--- config.mk ---
export PLATFORM = sky130hd
export DESIGN_NAME = riseu_mdu
export DESIGN_NICKNAME = d
export VERILOG_FILES = /design/src/rtl/core/riseu_pkg.sv /design/src/rtl/core/riseu_mdu.sv
export SDC_FILE = /design/constraint.sdc
export NUM_CORES = 1
export LEC_CHECK = 0
export ABC_AREA = 1
export BUFFER_PORTS_ARGS = -buffer_cell sky130_fd_sc_hd__buf_4
export CORE_ASPECT_RATIO = 0.8
export CORE_MARGIN = 3
export CORE_UTILIZATION = 65
export DETAILED_ROUTE_END_ITERATION = 10
export PLACE_DENSITY = 0.86
export SETUP_SLACK_MARGIN = 0.02
export SLEW_MARGIN = 20
export SYNTH_ARGS = -nofsm -noshare
export SYNTH_HDL_FRONTEND = slang
export SYNTH_SLANG_ARGS = --single-unit
--- constraint.sdc ---
create_clock -name i_clk -period 5.43 [get_ports i_clk]
set_input_delay 1.086 -clock i_clk [delete_from_list [all_inputs] [get_ports i_clk]]
set_output_delay 1.086 -clock i_clk [all_outputs]
set_load 0.05 [all_outputs]
--- src/rtl/core/riseu_pkg.sv ---
`timescale 1ns / 1ps

package riseu_pkg;

    localparam int REG_COUNT = 32;
    localparam int REG_AW    = 5;

    localparam logic [7:0] OP_NOP   = 8'd0;
    localparam logic [7:0] OP_ADD   = 8'd1;
    localparam logic [7:0] OP_SUB   = 8'd2;
    localparam logic [7:0] OP_CLR   = 8'd3;
    localparam logic [7:0] OP_XOR   = 8'd4;
    localparam logic [7:0] OP_OR    = 8'd5;
    localparam logic [7:0] OP_NOT   = 8'd6;
    localparam logic [7:0] OP_AND   = 8'd7;
    localparam logic [7:0] OP_ASL   = 8'd8;
    localparam logic [7:0] OP_ASR   = 8'd9;
    localparam logic [7:0] OP_LSL   = 8'd10;
    localparam logic [7:0] OP_LSR   = 8'd11;
    localparam logic [7:0] OP_COPY  = 8'd12;
    localparam logic [7:0] OP_LCH   = 8'd14;
    localparam logic [7:0] OP_LCL   = 8'd15;
    localparam logic [7:0] OP_LOAD  = 8'd16;
    localparam logic [7:0] OP_STORE = 8'd17;
    localparam logic [7:0] OP_MULT  = 8'd18;
    localparam logic [7:0] OP_DIV   = 8'd19;
    localparam logic [7:0] OP_POW   = 8'd20;
    localparam logic [7:0] OP_MOD   = 8'd21;
    localparam logic [7:0] OP_ADDI  = 8'd22;
    localparam logic [7:0] OP_INC   = 8'd23;
    localparam logic [7:0] OP_DEC   = 8'd24;
    localparam logic [7:0] OP_LI    = 8'd25;
    localparam logic [7:0] OP_BGT   = 8'd26;
    localparam logic [7:0] OP_JAL   = 8'd32;
    localparam logic [7:0] OP_JR    = 8'd33;
    localparam logic [7:0] OP_BEQ   = 8'd34;
    localparam logic [7:0] OP_BNE   = 8'd35;
    localparam logic [7:0] OP_J     = 8'd36;
    localparam logic [7:0] OP_HALT  = 8'd255;

    localparam logic REQ_LOAD = 1'b0;
    localparam logic REQ_STEP = 1'b1;

    localparam logic [4:0] LINK_REG = 5'd31;

    typedef struct packed {
        logic        start;
        logic        is_div;
        logic [31:0] a;
        logic [31:0] b;
    } t_mdu_req;

    typedef struct packed {
        logic        done;
        logic [31:0] q;
        logic [31:0] rem;
    } t_mdu_rsp;

endpackage

--- src/rtl/core/riseu_mdu.sv ---
`timescale 1ns / 1ps

// Shift-add multiplier / restoring divider (unsigned)
module riseu_mdu (
    input  logic                i_clk,
    input  logic                i_rst_n,
    input  riseu_pkg::t_mdu_req i_req,
    output riseu_pkg::t_mdu_rsp o_rsp
);

    logic        r_busy;
    logic        r_done;
    logic        r_div;
    logic [4:0]  r_cnt;
    logic [31:0] r_acc;
    logic [31:0] r_x;
    logic [31:0] r_y;
    logic [32:0] w_trial;

    assign w_trial = {r_acc, r_x[31]} - {1'b0, r_y};

    always_ff @(posedge i_clk) begin
        if (!i_rst_n) begin
            r_busy <= 1'b0;
            r_done <= 1'b0;
            r_cnt  <= '0;
        end else begin
            r_done <= r_busy && (r_cnt == 5'd31);
            if (i_req.start) begin
                r_busy <= 1'b1;
                r_cnt  <= '0;
            end else if (r_busy) begin
                r_cnt <= r_cnt + 5'd1;
                if (r_cnt == 5'd31) begin
                    r_busy <= 1'b0;
                end
            end
        end
    end

    always_ff @(posedge i_clk) begin
        if (i_req.start) begin
            r_div <= i_req.is_div;
            r_acc <= '0;
            r_x   <= i_req.a;
            r_y   <= i_req.b;
        end else if (r_busy) begin
            if (r_div) begin
                if (!w_trial[32]) begin
                    r_acc <= w_trial[31:0];
                    r_x   <= {r_x[30:0], 1'b1};
                end else begin
                    r_acc <= {r_acc[30:0], r_x[31]};
                    r_x   <= {r_x[30:0], 1'b0};
                end
            end else begin
                if (r_y[0]) begin
                    r_acc <= r_acc + r_x;
                end
                r_x <= {r_x[30:0], 1'b0};
                r_y <= {1'b0, r_y[31:1]};
            end
        end
    end

    assign o_rsp.done = r_done;
    assign o_rsp.q    = r_div ? r_x : r_acc;
    assign o_rsp.rem  = r_acc;

`ifndef ASSERT_OFF
    a_start_idle: assert property (@(posedge i_clk) disable iff (!i_rst_n)
        i_req.start |-> !r_busy) else $error("mdu start while busy");
    a_done_free: assert property (@(posedge i_clk) disable iff (!i_rst_n)
        r_done |-> !r_busy) else $error("mdu done while busy");
`endif

endmodule

**After elaboration in Yosys (flattened, before gate mapping)**

Index checks and enable logic that the tools add are counted.

- Memories: 0
- Output and inout port bits: 65
- Latch bits: 0
- Flip-flop bits (word level): 104
- Bits of input ports: 68
- Bits in writable memories: 0
- Memory bits (read-only): 0

- Bitwise logic cells: 1
- Add/sub/neg operators: 3
- Multiplexer cells: 14
- Div/mod/pow operators: 0
- Equal/unequal tests: 2
- Shifts and indexed selects: 0
- Reduce and logical (&&, ||, !) cells: 6
- $lt $le $gt $ge: 0
- Multipliers: 0

Operator list:

| operator | count |
|---|---|
| 32-bit 2-to-1 mux | 9 |
| 33-bit by 32-bit subtractor with 33-bit output | 1 |
| 32-bit adder | 1 |
| 5-bit by 1-bit adder with 5-bit output (second input constant) | 1 |
| 5-bit == test (second input constant) | 1 |
| 1-bit 2-to-1 mux | 5 |
| 2-bit AND reduction | 2 |
| 2-bit nonzero test | 2 |
| 2-bit != test (second input constant) | 1 |
| 2-bit OR reduction | 1 |
| 1-bit logical AND | 1 |
| 1-bit inverter | 1 |

**Longest topological paths before layout**

- Depth in word-level cells: 5
- Mapped depth: 19
- Gate-level depth less buffers: 18

**Least setup slack after synthesis**

Ideal clock, no wire load.

- Path kind: input-to-reg
- From: input port i_req[65] in the netlist's numbering
- To: register r_y[0] (enable)
- Slack: 1.893 ns
- Data required time: 4.772 ns
- Stages on the path: 5
- Arrival time: 2.879 ns
- Library setup time: 0.658 ns
- Path buffers: 3
- Cells stage by stage: clkbuf_1 inv_1 clkbuf_1 clkbuf_1 o21ai_0

- Word-level cells in the longest chain between the ends: 2
- Elaborated cells on any way between the ends: 3
- Those cells by class: eq/ne: 1; reduce/logical: 2

Ends and longest elaborated chain:

| item | line | text |
|---|---|---|
| start, declared | riseu_mdu.sv:7 | `input riseu_pkg::t_mdu_req i_req,` |
| 2-bit != test (no source line) or 2-bit nonzero test (tied branches) | n/a |  |
| 2-bit AND reduction (no source line) * | n/a |  |
| end signal, assigned | riseu_mdu.sv:46 | `r_y <= i_req.b;` |
| end signal, assigned | riseu_mdu.sv:61 | `r_y <= {1'b0, r_y[31:1]};` |
| end, declared | riseu_mdu.sv:17 | `logic [31:0] r_y;` |

Mark *: on every way between the ends. The rest lies on a longest branch, timed or not.
A chain may end at the register's enable or synchronous reset.

==> impl_metrics.py <==
metrics = {
    "final_layout": {
        "fillCellCount": 1274,
        "drive_gt1_share_pct": 12.6,
        "multi_input_area_um2": 6260,
        "design_area_um2": 11900,
        "diodes": 0,
        "syn2layout_area_growth_pct": 13.4,
        "final_cell_mix": "nand2_1, inv_1, buf_4, o21ai_0, nor2_1",
        "layout_commonest_cell": "nand2_1",
        "utilization_pct": 77.1,
        "layout.nets": 1978,
        "ff_latch_area_um2": 2730,
    },
    "critical_path": {
        "worstPathRequired_ns": 4.34,
        "crit_path_end_kind": "output port",
        "worst-setup-path-type": "reg -> out",
        "worstPathCellList": "buf_12 -> nand2_1 -> o21ai_0 -> buf_4",
        "worst-path-max-fanout": 81,
        "cp_top_family": "flip-flops",
        "cp.arrival_ns": 2.30,
        "reg2reg_depth": 17,
        "critical_path.max_stage_delay_ns": 0.98,
        "start_kind": "register",
        "worstReg2RegStart": "r_x[31]$_DFFE_PP_",
        "critPathBufInv": 2,
        "slowest_stage": "edfxtp_1",
        "worstReg2RegEnd": "r_acc[6]$_SDFFE_PP0P_",
        "reg2reg_slack_ns": 2.27,
    },
    "global_route": {
        "grt_pass1_wl_um": 52500,
        "grt-ovfl-total": 0,
        "grt_pass1_vias": 10500,
        "grt_use_total_pct": 36.7,
        "grt_antenna_before_repair": 1,
        "grt_max_degree": 82,
    },
    "place": {
        "gp_congestion": 1.01,
        "placed_area_um2": 11600,
        "hpwl_um": 25900,
        "portBuffers": 132,
    },
    "route": {
        "ant_nets": 0,
        "drc": 0,
        "viasPerCell": 5.55,
        "routed-via-count": 11400,
        "first_iter_violations": 1212,
        "routed_wl_um": 33000,
        "drt_first_pass_iters": 6,
        "wl_per_cell_um": 16.1,
    },
    "logic_synthesis": {
        "yosys-top-cells-area": "nand2_1, edfxtp_1, inv_1",
        "synth_top_family_by_area": "simple AND/OR/NAND/NOR gates",
        "yosys.cell_types.count": 41,
        "synth_cells": 1737,
        "ys_seq_area_share_pct": 26.1,
        "synth-simple-area-share_pct": 38.3,
        "synth_compound_area_share_pct": 11.9,
        "synth_xor_area_share_pct": 1.34,
        "yosys_warnings": 0,
        "synth_largest_area_cell": "nand2_1",
        "synth_top_area_share_pct": 24.3,
        "muxShareOfSynthArea_pct": 0,
        "syn_area_per_cell_um2": 6.04,
        "synthAdderAreaFrac_pct": 8.14,
        "synth-seq-cells": 104,
        "syn_area_um2": 10500,
        "synth_fp_nets": 1872,
    },
    "cts": {
        "postCtsResizedCells": 0,
        "clkSlewWorstSetupHoldPaths_ns": 0.07,
        "cts_sinks": 104,
        "htreeDepth": 3,
        "cts-root-buf": "clkbuf_16",
        "postCtsSetupBuffers": 0,
        "cts_made_buffers": 9,
        "cts_buffer_depth": 2,
        "cts.hold.buffers_added": 0,
        "clock_latency_ns": 0.36,
        "cts_tree": "built",
    },
    "job": {
        "drv_cap": 0,
    },
    "floorplanning": {
        "coreArea_um2": 15400,
        "die_h_um": 120,
        "boundaryPins": 133,
        "initial_utilization_pct": 68.0,
        "die_w_um": 148,
        "rows": 40,
        "die_area_um2": 17700,
    },
    "worst_hold_path": {
        "hold_path_depth": 2,
        "hold_path_class": "reg -> reg",
        "hold_start": "r_cnt[4]$_SDFFE_PP0P_",
        "whs_endpoint": "r_cnt[4]$_SDFFE_PP0P_",
    },
    "power": {
        "p_clk_share_pct": 21.1,
        "p_comb_share_pct": 47.3,
        "power_density_nw_per_um2": 273,
        "leakage_nw": 6.83,
        "irDropWorstVdd_mv": 0.174,
        "power_frac_seq_pct": 31.6,
        "p_sw_mw": 1.47,
        "p_sw_share_pct": 45.4,
        "p_int_mw": 1.77,
    },
    "timing": {
        "whs_ns": 0.498,
        "worstMarginPinSlew_ns": 0.957,
        "hold_viol": 0,
        "setup_tns_ns": 0,
        "drv_slew": 0,
        "finalCritPeriodShare_pct": 62.4,
        "finalClockSkew_ns": 0.00740,
        "timing.fmax_ghz": 0.295,
        "relSlewSlack_pct": 36.0,
        "finalSetupViolCount": 0,
        "period_minus_slack_ns": 3.39,
        "rsz0062_at_grt": "false",
    },
    "status": {
        "status": "finished clean",
    },
}
## layer usage
layer  vias up  part of all wire [%]  global-route usage (%)
li1       5603                     -                       -
met1      5041                    41                    49.4
met2       678                    44                    59.0
met3        95                    11                    8.31
met4         2                   3.2                    11.7
met5         -                 0.024                       0
## synth_stat cells
cell type,instances
nor3_1,14
nand3b_1,8
ha_1,65
xor2_1,14
a21oi_1,80
nor4_1,1
o21ai_0,114
nand3_2,13
buf_8,1
inv_2,7
xnor2_1,2
a211oi_1,1
and2_1,5
nor2_2,3
clkbuf_8,2
o31ai_1,1
buf_12,1
o21bai_1,6
a31oi_1,1
nor2_4,1
fa_1,2
inv_1,325
a21oi_4,3
nand2_1,678
edfxtp_1,65
and3_1,1
nor2_1,92
a21oi_2,15
nand4_1,12
nand2_4,15
buf_6,3
nand3_1,85
a21o_1,3
a21boi_0,1
nand2_2,18
buf_2,4
dfxtp_1,39
buf_1,2
clkbuf_1,31
or2_2,1
buf_4,2
## worst min-delay path: cells and delay by family (launching register included)
kind	cells	cell delay (ns)
and+or+nand+nor	1	0.08
AOI/OAI and AO/OA	1	0.06
DFF	1	0.32
## area by class of cell
cell class	count	share of cell area, %
multi-input cells	1255	52.7
flip-flops and latches	104	23.0
inverters	332	10.5
repair buffers	141	9.18
well taps	210	2.21
clock buffers	9	1.89
clock inverters	6	0.568
## power by group through the flow
stage | registers, mW | logic (mW) | clock network (mW)
4_1_cts | 1.02 | 1.50 | 0.685
6_report | 1.03 | 1.54 | 0.685
3_5_place_dp | 1.04 | 1.49 | 0
2_1_floorplan | 1.07 | 1.06 | 0
3_3_place_gp | 1.04 | 1.45 | 0
5_1_grt | 1.03 | 1.69 | 0.715
## worst max path at each step
stage,start,to,slack [ns],cells after the start
final,r_div$_DFFE_PP_,o_rsp[63],2.04,4
after global routing,r_div$_DFFE_PP_,o_rsp[63],1.92,4
after CTS,r_div$_DFFE_PP_,o_rsp[63],2.09,4
after detailed placement,r_x[31]$_DFFE_PP_,r_acc[26]$_SDFFE_PP0P_,2.37,17
after global placement,r_div$_DFFE_PP_,o_rsp[63],2.49,4
after floorplan,i_req[65],r_y[0]$_DFFE_PP_,1.89,5
## sequential cells by signal (all words and copies together), names as in the netlist
name,cells
r_busy,1
r_div,1
r_y,32
r_acc,32
r_done,1
r_cnt,5
r_x,32
## metrics by stage
step / std cells / setup WS [ns] / power (mW)
detailed placement: 2041 / 2.37 / 2.53
CTS: 2056 / 2.09 / 3.21
floorplan: 1737 / 1.89 / 2.13
global placement: 2041 / 2.49 / 2.49
finish: 2057 / 2.04 / 3.25
global route: 2057 / 1.92 / 3.44
## cell families after synthesis
group | count (synthesis)
simple gates | 947
buf+inv | 378
compound gates | 225
flops | 104
fa+ha+maj | 67
xor+xnor | 16
Note: power is estimated with default switching activity, not from simulation.
